==> src/rtl/blcu_pkg.sv <==
// blcu_pkg: shared types and constants of the bounded list unit
// request/response payloads, mode and state codes, controller/datapath bundles
// no dependencies
package blcu_pkg;

    localparam int unsigned DEPTH_DEF = 64;
    localparam int unsigned CNT_W     = 7;
    localparam int unsigned KEY_W     = 6;
    localparam int unsigned APB_AW    = 3;
    localparam int unsigned APB_DW    = 32;

    localparam logic             REG_CAP_LIMIT = 1'b0;
    localparam logic [CNT_W-1:0] CAP_RESET     = 7'd64;

    typedef enum logic [1:0] {
        MODE_APPEND = 2'd0,
        MODE_REMOVE = 2'd1,
        MODE_QUERY  = 2'd2,
        MODE_CLEAR  = 2'd3
    } t_mode;

    typedef struct packed {
        t_mode      mode;
        logic [3:0] key_rank;
        logic [1:0] key_suit;
    } t_req;

    typedef struct packed {
        logic             status_error;
        logic             found;
        logic [CNT_W-1:0] count_after;
    } t_rsp;

    typedef enum logic [2:0] {
        ST_IDLE,
        ST_APPEND,
        ST_CLEAR,
        ST_SCAN,
        ST_SHIFT,
        ST_POST
    } t_state;

    typedef struct packed {
        logic load;
        logic scan_start;
        logic scan;
        logic shift_start;
        logic shift;
        logic append;
        logic clear;
        logic dec;
        logic post;
        logic err;
        logic fnd;
    } t_dp_cmd;

    typedef struct packed {
        logic full;
        logic hit;
        logic walk_end;
        logic out_busy;
    } t_dp_st;

endpackage

==> src/rtl/blcu_ctrl.sv <==
// blcu_ctrl: request sequencer of the bounded list unit
// drives datapath commands from the request mode and datapath status
// depends on blcu_pkg
module blcu_ctrl (
    input  logic             i_clk,
    input  logic             i_rst_n,
    input  logic             i_req_valid,
    input  blcu_pkg::t_mode  i_mode,
    input  blcu_pkg::t_dp_st i_st,
    output logic             o_req_ready,
    output blcu_pkg::t_dp_cmd o_cmd
);
    import blcu_pkg::*;

    t_state r_state, n_state;
    logic   r_remove, n_remove;
    logic   r_err, n_err;
    logic   r_fnd, n_fnd;

    always_ff @(posedge i_clk) begin
        if (!i_rst_n) begin
            r_state  <= ST_IDLE;
            r_remove <= 1'b0;
            r_err    <= 1'b0;
            r_fnd    <= 1'b0;
        end else begin
            r_state  <= n_state;
            r_remove <= n_remove;
            r_err    <= n_err;
            r_fnd    <= n_fnd;
        end
    end

    always_comb begin
        n_state     = r_state;
        n_remove    = r_remove;
        n_err       = r_err;
        n_fnd       = r_fnd;
        o_req_ready = 1'b0;
        o_cmd       = '0;
        unique case (r_state)
            ST_IDLE: begin
                o_req_ready = 1'b1;
                if (i_req_valid) begin
                    o_cmd.load = 1'b1;
                    n_err      = 1'b0;
                    n_fnd      = 1'b0;
                    n_remove   = (i_mode == MODE_REMOVE);
                    unique case (i_mode) inside
                        MODE_APPEND: n_state = ST_APPEND;
                        MODE_REMOVE, MODE_QUERY: begin
                            o_cmd.scan_start = 1'b1;
                            n_state          = ST_SCAN;
                        end
                        default: n_state = ST_CLEAR;
                    endcase
                end
            end
            ST_APPEND: begin
                o_cmd.append = 1'b1;
                n_err        = i_st.full;
                n_state      = ST_POST;
            end
            ST_CLEAR: begin
                o_cmd.clear = 1'b1;
                n_state     = ST_POST;
            end
            ST_SCAN: begin
                if (i_st.hit) begin
                    if (r_remove) begin
                        o_cmd.shift_start = 1'b1;
                        n_state           = ST_SHIFT;
                    end else begin
                        n_fnd   = 1'b1;
                        n_state = ST_POST;
                    end
                end else if (i_st.walk_end) begin
                    n_err   = r_remove;
                    n_state = ST_POST;
                end else begin
                    o_cmd.scan = 1'b1;
                end
            end
            ST_SHIFT: begin
                if (i_st.walk_end) begin
                    o_cmd.dec = 1'b1;
                    n_state   = ST_POST;
                end else begin
                    o_cmd.shift = 1'b1;
                end
            end
            ST_POST: begin
                if (!i_st.out_busy) begin
                    o_cmd.post = 1'b1;
                    o_cmd.err  = r_err;
                    o_cmd.fnd  = r_fnd;
                    n_state    = ST_IDLE;
                end
            end
            default: n_state = ST_IDLE;
        endcase
    end

endmodule

==> src/rtl/blcu_dp.sv <==
// blcu_dp: datapath of the bounded list unit
// entry memory, count, walk pointer and response register
// depends on blcu_pkg
module blcu_dp #(
    parameter int unsigned DEPTH = blcu_pkg::DEPTH_DEF
) (
    input  logic                       i_clk,
    input  logic                       i_rst_n,
    input  blcu_pkg::t_req             i_req,
    input  logic [blcu_pkg::CNT_W-1:0] i_cap,
    input  blcu_pkg::t_dp_cmd          i_cmd,
    input  logic                       i_rsp_ready,
    output blcu_pkg::t_dp_st           o_st,
    output blcu_pkg::t_rsp             o_rsp,
    output logic                       o_rsp_valid
);
    import blcu_pkg::*;

    localparam int unsigned AW   = (DEPTH > 1) ? $clog2(DEPTH) : 1;
    localparam int unsigned DCAP = (DEPTH < 127) ? DEPTH : 127;
    localparam logic [CNT_W-1:0] DEPTH_CAP = CNT_W'(DCAP);

    logic [KEY_W-1:0] r_mem [DEPTH];

    logic [KEY_W-1:0] r_key;
    logic [KEY_W-1:0] r_rdata;
    logic [CNT_W-1:0] r_count, n_count;
    logic [CNT_W-1:0] r_idx, n_idx;
    logic [CNT_W-1:0] r_pend_idx;
    logic             r_pend, n_pend;
    t_rsp             r_rsp;
    logic             r_rsp_valid;

    logic             full;
    logic             walk_more;
    logic             rd_en;
    logic             wr_en;
    logic [AW-1:0]    wr_addr;
    logic [KEY_W-1:0] wr_data;

    assign full      = (r_count >= i_cap) || (r_count >= DEPTH_CAP);
    assign walk_more = (r_idx < r_count);
    assign rd_en     = (i_cmd.scan || i_cmd.shift) && walk_more;

    always_comb begin
        wr_en   = 1'b0;
        wr_addr = AW'(r_count);
        wr_data = r_key;
        if (i_cmd.append && !full) begin
            wr_en = 1'b1;
        end else if (i_cmd.shift && r_pend) begin
            wr_en   = 1'b1;
            wr_addr = AW'(r_pend_idx - 7'd1);
            wr_data = r_rdata;
        end
    end

    always_comb begin
        n_count = r_count;
        if (i_cmd.clear) begin
            n_count = '0;
        end else if (i_cmd.append && !full) begin
            n_count = r_count + 7'd1;
        end else if (i_cmd.dec) begin
            n_count = r_count - 7'd1;
        end
    end

    always_comb begin
        n_idx  = r_idx;
        n_pend = r_pend;
        if (i_cmd.scan_start) begin
            n_idx  = '0;
            n_pend = 1'b0;
        end else if (i_cmd.shift_start) begin
            n_idx  = r_pend_idx + 7'd1;
            n_pend = 1'b0;
        end else if (i_cmd.scan || i_cmd.shift) begin
            n_pend = rd_en;
            if (rd_en) begin
                n_idx = r_idx + 7'd1;
            end
        end
    end

    always_ff @(posedge i_clk) begin
        if (!i_rst_n) begin
            r_count     <= '0;
            r_idx       <= '0;
            r_pend      <= 1'b0;
            r_rsp_valid <= 1'b0;
        end else begin
            r_count <= n_count;
            r_idx   <= n_idx;
            r_pend  <= n_pend;
            if (i_cmd.post) begin
                r_rsp_valid <= 1'b1;
            end else if (r_rsp_valid && i_rsp_ready) begin
                r_rsp_valid <= 1'b0;
            end
        end
    end

    always_ff @(posedge i_clk) begin
        if (i_cmd.load) begin
            r_key <= {i_req.key_rank, i_req.key_suit};
        end
        if (rd_en) begin
            r_pend_idx <= r_idx;
        end
        if (i_cmd.post) begin
            r_rsp.status_error <= i_cmd.err;
            r_rsp.found        <= i_cmd.fnd;
            r_rsp.count_after  <= r_count;
        end
    end

    // entry memory: one write port, one registered read port
    always_ff @(posedge i_clk) begin
        if (wr_en) begin
            r_mem[wr_addr] <= wr_data;
        end
    end

    always_ff @(posedge i_clk) begin
        if (rd_en) begin
            r_rdata <= r_mem[AW'(r_idx)];
        end
    end

    assign o_st.full     = full;
    assign o_st.hit      = r_pend && (r_rdata == r_key);
    assign o_st.walk_end = !r_pend && !walk_more;
    assign o_st.out_busy = r_rsp_valid && !i_rsp_ready;
    assign o_rsp         = r_rsp;
    assign o_rsp_valid   = r_rsp_valid;

endmodule

==> src/rtl/bounded_list_with_compaction_unit.sv <==
// bounded_list_with_compaction_unit: top level of the bounded list unit
// holds the capacity register and joins blcu_ctrl and blcu_dp
// depends on blcu_pkg, blcu_ctrl, blcu_dp
//
// Ordered list of up to min(capacity_limit, DEPTH) six-bit rank/suit keys in
// an entry memory with one write port and one registered read port. A request
// is taken only when the sequencer is idle; its response goes to an output
// register, so the next request can be taken while a response still waits.
// Append and clear pass through their own state and then the post state,
// which loads the response register. Query walks the list one entry per
// cycle through the read port. Remove walks to the first match and then
// moves each later entry down one place, reading the next entry while it
// writes the previous one. The sequencer is idle again in the same cycle
// as the response is raised; raising a response waits while an earlier
// one has not been taken. capacity_limit is at byte address 0 of the APB
// port and resets to 64.
module bounded_list_with_compaction_unit #(
    parameter int unsigned DEPTH = blcu_pkg::DEPTH_DEF
) (
    input  logic                        i_clk,
    input  logic                        i_rst_n,
    input  blcu_pkg::t_req              i_req,
    input  logic                        i_req_valid,
    output logic                        o_req_ready,
    output blcu_pkg::t_rsp              o_rsp,
    output logic                        o_rsp_valid,
    input  logic                        i_rsp_ready,
    input  logic                        psel,
    input  logic                        penable,
    input  logic                        pwrite,
    input  logic [blcu_pkg::APB_AW-1:0] paddr,
    input  logic [blcu_pkg::APB_DW-1:0] pwdata,
    output logic [blcu_pkg::APB_DW-1:0] prdata,
    output logic                        pready
);
    import blcu_pkg::*;

    logic [CNT_W-1:0] r_cap;
    t_dp_cmd          cmd;
    t_dp_st           st;

    assign pready = 1'b1;

    always_ff @(posedge i_clk) begin
        if (!i_rst_n) begin
            r_cap <= CAP_RESET;
        end else if (psel && penable && pwrite && pready
                     && (paddr[2] == REG_CAP_LIMIT)) begin
            r_cap <= pwdata[CNT_W-1:0];
        end
    end

    always_comb begin
        prdata = '0;
        if (paddr[2] == REG_CAP_LIMIT) begin
            prdata = {{(APB_DW-CNT_W){1'b0}}, r_cap};
        end
    end

    blcu_ctrl u_ctrl (
        .i_clk       (i_clk),
        .i_rst_n     (i_rst_n),
        .i_req_valid (i_req_valid),
        .i_mode      (i_req.mode),
        .i_st        (st),
        .o_req_ready (o_req_ready),
        .o_cmd       (cmd)
    );

    blcu_dp #(
        .DEPTH (DEPTH)
    ) u_dp (
        .i_clk       (i_clk),
        .i_rst_n     (i_rst_n),
        .i_req       (i_req),
        .i_cap       (r_cap),
        .i_cmd       (cmd),
        .i_rsp_ready (i_rsp_ready),
        .o_st        (st),
        .o_rsp       (o_rsp),
        .o_rsp_valid (o_rsp_valid)
    );

endmodule

==> config.mk <==
export PLATFORM = sky130hd
export DESIGN_NAME = bounded_list_with_compaction_unit
export DESIGN_NICKNAME = d
export VERILOG_FILES = /design/src/rtl/blcu_pkg.sv /design/src/rtl/blcu_ctrl.sv /design/src/rtl/blcu_dp.sv /design/src/rtl/bounded_list_with_compaction_unit.sv
export SDC_FILE = /design/constraint.sdc
export NUM_CORES = 1
export LEC_CHECK = 0
export BUFFER_PORTS_ARGS = -buffer_cell sky130_fd_sc_hd__buf_2
export CAP_MARGIN = 10
export CORE_MARGIN = 2
export CORE_UTILIZATION = 50
export DETAILED_ROUTE_END_ITERATION = 10
export PLACE_DENSITY = 0.77
export SYNTH_ARGS = -nofsm -noshare
export SYNTH_HDL_FRONTEND = slang
export SYNTH_SLANG_ARGS = --single-unit
==> constraint.sdc <==
create_clock -name i_clk -period 3.1 [get_ports i_clk]
set_clock_uncertainty 0.1 [all_clocks]
set_input_delay 0.62 -clock i_clk [delete_from_list [all_inputs] [get_ports i_clk]]
set_output_delay 0.62 -clock i_clk [all_outputs]
set_load 0.05 [all_outputs]
Word level (Yosys, flattened, before mapping)
Memory sizes are Yosys's and may differ from the RTL's. A register that Yosys moved wholly into a read port is not among the register bits.
Index checks and enable logic that the tools add are counted.

storage, ports and cells
  memories kept = 1
  output and inout port bits = 44
  RAM bits = 384
  logic and storage cells = 121
  register bits after elaboration = 51
  input port bits = 50

memories
  memory      depth  bits a word  rd ports  clocked after Yosys merged registers in  write ports  RTL line       RTL
  u_dp.r_mem  64     6            1         1                                        1            blcu_dp.sv:23  logic [KEY_W-1:0] r_mem [DEPTH];

operators by class
  $add $sub $neg = 5
  muxes and demuxes = 46
  reduce and logical (&&, ||, !) cells = 35
  bitwise gates (word level) = 3
  equal/unequal tests = 14
  order comparisons = 3

operators by type and width
  cell                                                       number
  2-to-1 mux 7 bit                                           6
  2-to-1 mux 6 bit                                           4
  2-to-1 mux 1 bit                                           23
  adder 7 x 1 -> 7 bit (second input constant)               3
  2-to-1 mux 3 bit                                           6
  case mux 3 bit (5 select lines)                            1
  inequality test 2 bit (second input constant)              6
  logical AND 1 bit                                          10
  nonzero test 2 bit                                         5
  OR reduction 2 bit                                         5
  AND reduction 4 bit                                        2
  greater-or-equal comparator 7 bit                          1
  greater-or-equal comparator 7 bit (second input constant)  1
  < comparator 7 bit                                         1
  subtractor 7 x 1 -> 7 bit (second input constant)          1
  == test 3 x 2 -> 1 bit (second input constant)             2
  == test 3 bit (second input constant)                      2
  == test 6 bit                                              1
  2-to-1 mux 2 bit                                           3
  AND reduction 2 bit                                        3
  subtractor 6 x 1 -> 6 bit (second input constant)          1
  zero test 1 bit                                            4
  case mux 2 bit (2 select lines)                            1
  == test 3 x 1 -> 1 bit (second input constant)             1
  10 further kinds                                           13

Logic depth before layout (Yosys ltp)
  word-level depth = 11
  gate-level depth with buffers = 13
  mapped depth without buffers = 13

Cells and area by module
Synthesis repeated with hierarchy kept, for this count alone.

unflattened totals
  cells, all modules = 1142
  area, all modules = 19045.8 um^2

by module, submodules not included
  module                             instances  cells each  area each (um^2)  sequential area each (um^2)
  blcu_dp                            1          1017        18012.3           12692.2
  bounded_list_with_compaction_unit  1          66          556.8             140.1
  blcu_ctrl                          1          59          476.7             120.1

Worst setup path before layout
No wires, ideal clock.

  path type = reg2reg
  start point = register u_dp.r_count[0]
  end point = register u_dp.r_count[6]
  required time = 2.922 ns
  clock period less this slack = 2.986 ns
  cell stages (with the launch flop) = 13
  path buffers = 0
  arrival = 2.808 ns
  library setup time = 0.078 ns
  path slack = 0.114 ns
  path through = dfxtp_1 inv_1 ha_1 nand2b_1 a211o_1 a21oi_2 nand2_1 fa_1 a21o_1 a21oi_1 o21ai_0 o21a_1 nor3_1

on the way
  cells in the longest elaborated chain, start to end = 6
  elaborated cells between the ends (all ways) = 15
  classes of those cells = add/sub: 2; order compare: 3; mux: 4; reduce/logical: 6

ends and longest elaborated chain
  what                                 RTL line         RTL
  from (decl)                          blcu_dp.sv:27    logic [CNT_W-1:0] r_count, n_count;
  from (signal assigned)               blcu_dp.sv:93    r_count <= n_count;
  < comparator 7 bit                   blcu_dp.sv:42    assign walk_more = (r_idx < r_count);
  zero test 1 bit                      blcu_dp.sv:133   assign o_st.walk_end = !r_pend && !walk_more;
  logical AND 1 bit                    blcu_dp.sv:133
  2-to-1 mux 1 bit                     blcu_ctrl.sv:85  if (i_st.walk_end) begin
  2-to-1 mux 1 bit                     blcu_ctrl.sv:41  unique case (r_state)
  nonzero test 2 bit (no source line)  -

Several ways; a longest one is shown, not always the timed one. The select of a mux whose other input is x is not followed.
A chain may end at the register's enable or synchronous reset.

Final worst setup path
  start point = register u_dp.r_pend_idx[0]
  end point = memory u_dp.r_mem[4][4] (enable)

on the way
  cells in the longest elaborated chain, start to end = 3

ends and longest elaborated chain
  what                       RTL line        RTL
  from (decl)                blcu_dp.sv:29   logic [CNT_W-1:0] r_pend_idx;
  from (signal assigned)     blcu_dp.sv:109  r_pend_idx <= r_idx;
  subtractor 6 x 1 -> 6 bit  blcu_dp.sv:53   wr_addr = AW'(r_pend_idx - 7'd1);
  2-to-1 mux 6 bit           blcu_dp.sv:51   end else if (i_cmd.shift && r_pend) begin
  2-to-1 mux 6 bit           blcu_dp.sv:49   if (i_cmd.append && !full) begin
  to (decl)                  blcu_dp.sv:23

Every way passes these cells.

==> impl_metrics.ini <==
[sta]
drv_slew = 0
tightest_slew_ns = 0.809
max_freq_mhz = 342
finalCriticalPeriod_ns = 2.92
hold_violations = 0
min_period_over_period_pct = 94.2
setup_tns_ns = 0
rsz0062_at_grt = false
setup_viol = 0
slew_headroom_pct = 45.9

[global_route]
use_met3_pct = 3.61
grt-ovfl-total = 0
grt_pass1_vias = 10100
antenna_found_initial = 1
met1_usage_pct = 28.0
busiest_layer = met2
grt_max_degree = 65
grt_use_met2_pct = 33.5
grt_pass1_wl_um = 59100
track_usage_pct = 20.4

[routing]
avgViaCountPerCell = 5.92
drtIter0Drc = 1125
drc = 0
ant_nets = 0
drt-total-wl_um = 38800
drtPass1Iterations = 7
wl_per_cell_um = 22.6
vias = 10200

[clock_tree]
postCtsSetupBuffers = 0
cts_buffers = 43
cts_buffer_depth = 3
clockRootBuffer = clkbuf_16
cts_sinks = 441
clkTransAtPathRegs_ns = 0.07
cts_tree = done
htreeDepth = 2
postCtsHoldBufs = 0
clk_latency_ns = 0.56

[critical_path]
start_kind = flop
cp-end-kind = flop
crit_type = flop to flop
crit_arrival_ns = 3.08
cp_slowest_cell = edfxtp_1
crit_required_ns = 3.26
critical_path_peak_fanout = 8
crit_chain = inv_1, ha_1, nor3b_1, xnor2_1, a21oi_1, nor2_1, nand2_1, nor2_1, buf_4
cpPeakStageDelay_ns = 0.50
cp_common_cell = nor2_1

[synth]
syn_inst = 1066
yosys_warnings = 0
avgSynthCellArea_um2 = 17.4
synth_edf_count = 412
async_flop_share_pct = 0
ys_ff_latch = 441
yosysSeqAreaShare_pct = 70.0
ys_types = 67
syn_area_um2 = 18500
ys.flop_type = edfxtp_1

[final_layout]
stdcell_count = 1719
syn_to_final_growth_pct = 14.9
nets = 1292
antenna_cells = 0
fillers = 2603
drive_gt1_share_pct = 27.6

[floorplanning]
core-area_um2 = 36500
boundaryPins = 94
die_area_um2 = 38600
start_util_pct = 50.7
fp.dieW_um = 196
die_h_um = 196
core.rowCount = 70

[placed_design]
dp_hpwl_um = 24800
routabilityCongestion = 0.851
dp_cells = 1641
portBuffers = 40

[run]
maxCapViolations = 0

[status]
status = finished clean

[power_and_ir_drop]
worst_ir_drop_vdd_mv = 0.477
leakagePower_nw = 7.08
powerDensity_nw_per_um2 = 793

[min_path]
hp-class = input port to flop
cell families (layout without fill, tap and decap cells):
logic type | count (synthesis) | in the layout | share of synthesized area [%]
AO/OA/AOI/OAI | 115 | 115 | 4.89
adder cells (fa/ha/maj) | 24 | 24 | 1.66
XOR/XNOR | 24 | 24 | 1.14
multiplexers | 117 | 117 | 12.9
AND/OR/NAND/NOR | 249 | 249 | 6.34
buffers and inverters | 94 | 255 | 3.06
flip-flops | 441 | 441 | 70.0
other | 2 | 26 | 0.0406
power breakdown:
| group | leakage, nW | switching (W) | internal (W) | total [W] |
|---|---|---|---|---|
| sequential | 3.95 | 0.000242 | 0.00723 | 0.00747 |
| combinational | 2.46 | 0.00266 | 0.00174 | 0.00440 |
| clock | 0.675 | 0.00214 | 0.00283 | 0.00498 |
| total | 7.08 | 0.00504 | 0.0118 | 0.0168 |
layout make-up:
cell class | count | area (µm²) | area share (%)
Clock buffer | 52 | 1150 | 5.42
Inverter | 24 | 90.1 | 0.424
Clock inverter | 26 | 203 | 0.954
Tap cell | 468 | 586 | 2.75
Timing Repair Buffer | 153 | 1150 | 5.40
Sequential cell | 441 | 13000 | 61.0
Multi-Input combinational cell | 555 | 5120 | 24.1
metal layers:
| layer | share of wire, % | up-vias |
|---|---|---|
| met5 | 0.033 | - |
| met3 | 8.0 | 94 |
| li1 | - | 4478 |
| met2 | 49 | 528 |
| met1 | 40 | 5067 |
| met4 | 2.9 | 2 |
state kept, by name (all words and copies together) (netlist names):
signal	count
u_dp.r_pend	1
u_dp.o_rsp_valid	1
u_dp.r_pend_idx	7
u_dp.r_mem	384
u_dp.r_idx	7
u_ctrl.r_state	3
u_dp.r_rdata	6
u_dp.r_key	6
u_ctrl.r_err	1
u_dp.r_count	7
u_ctrl.r_fnd	1
u_dp.o_rsp	9
u_ctrl.r_remove	1
r_cap	7
worst max-delay path, delay by kind of cell (launching register included):
kind                     cells  cell delay [ns]
XOR/XNOR                     1             0.18
AO/OA/AOI/OAI                1             0.11
AND/OR/NAND/NOR              4             1.14
adder cells (fa/ha/maj)      1             0.23
buffers and inverters        2             0.34
flip-flops                   1             0.50
through the flow:
stage	instance area, µm²	utilization [%]	total power, W	hold slack [ns]	setup WS, ns
2_1_floorplan	18600	-	0.0107	0.330	0.114
3_3_place_gp	19900	54.4	0.0118	0.344	0.158
3_5_place_dp	19900	54.4	0.0120	0.355	0.125
4_1_cts	21200	58.1	0.0169	0.123	0.0873
5_1_grt	21300	58.2	0.0176	0.124	0.0186
6_report	21300	58.2	0.0168	0.139	0.180
repair_timing:
action	CTS	global route
setup endpoints to repair	0	62
endpoints found under the hold margin	0	0
gates resized for setup	0	9
worst paths after layout:
path / from / endpoint / slack [ns] / depth (start not counted)
worst max-delay path: u_dp.r_pend_idx[0] / u_dp.r_mem[4][4] / 0.18 / 9
worst min-delay path: i_req[5] / u_dp.r_key[5] / 0.14 / 1
worst max register to register: u_dp.r_pend_idx[0] / u_dp.r_mem[4][4] / 0.18 / 9
worst min register to register: u_ctrl.r_err / u_ctrl.r_err / 0.37 / 2
cells in the final DEF, fill, tap and decap left out, types with 10 or more instances in the layout:
master and instances:
clkinv_2 10, nor2_1 103, mux2i_1 20, nand2_1 45, a22oi_1 29, buf_2 40, inv_1 24, buf_4 105
edfxtp_1 412, nand3_1 27, clkbuf_16 44, xnor2_1 18, mux4_2 93, dfxtp_1 27, conb_1 26, ha_1 23
clkinv_1 10, a21oi_1 19
synth_stat cells (all sizes together) (7+ instances only):
master	count	area share, %
and3	7	0.24
nand2b	7	0.24
nand4	9	0.30
nand2	52	1.1
mux2i	20	1.1
a22o	8	0.38
xnor2	18	0.85
a21oi	21	0.61
clkbuf	16	0.32
nor2b	10	0.38
buf	54	2.2
mux4	96	12
nor2	106	2.1
ha	23	1.6
a211oi	7	0.34
inv	24	0.49
a21o	7	0.28
edfxtp	412	67
nand3	29	0.81
o21ai	10	0.33
dfxtp	29	3.1
a22oi	31	1.4
nor3	13	0.43
Note: power is estimated with default switching activity, not from simulation.
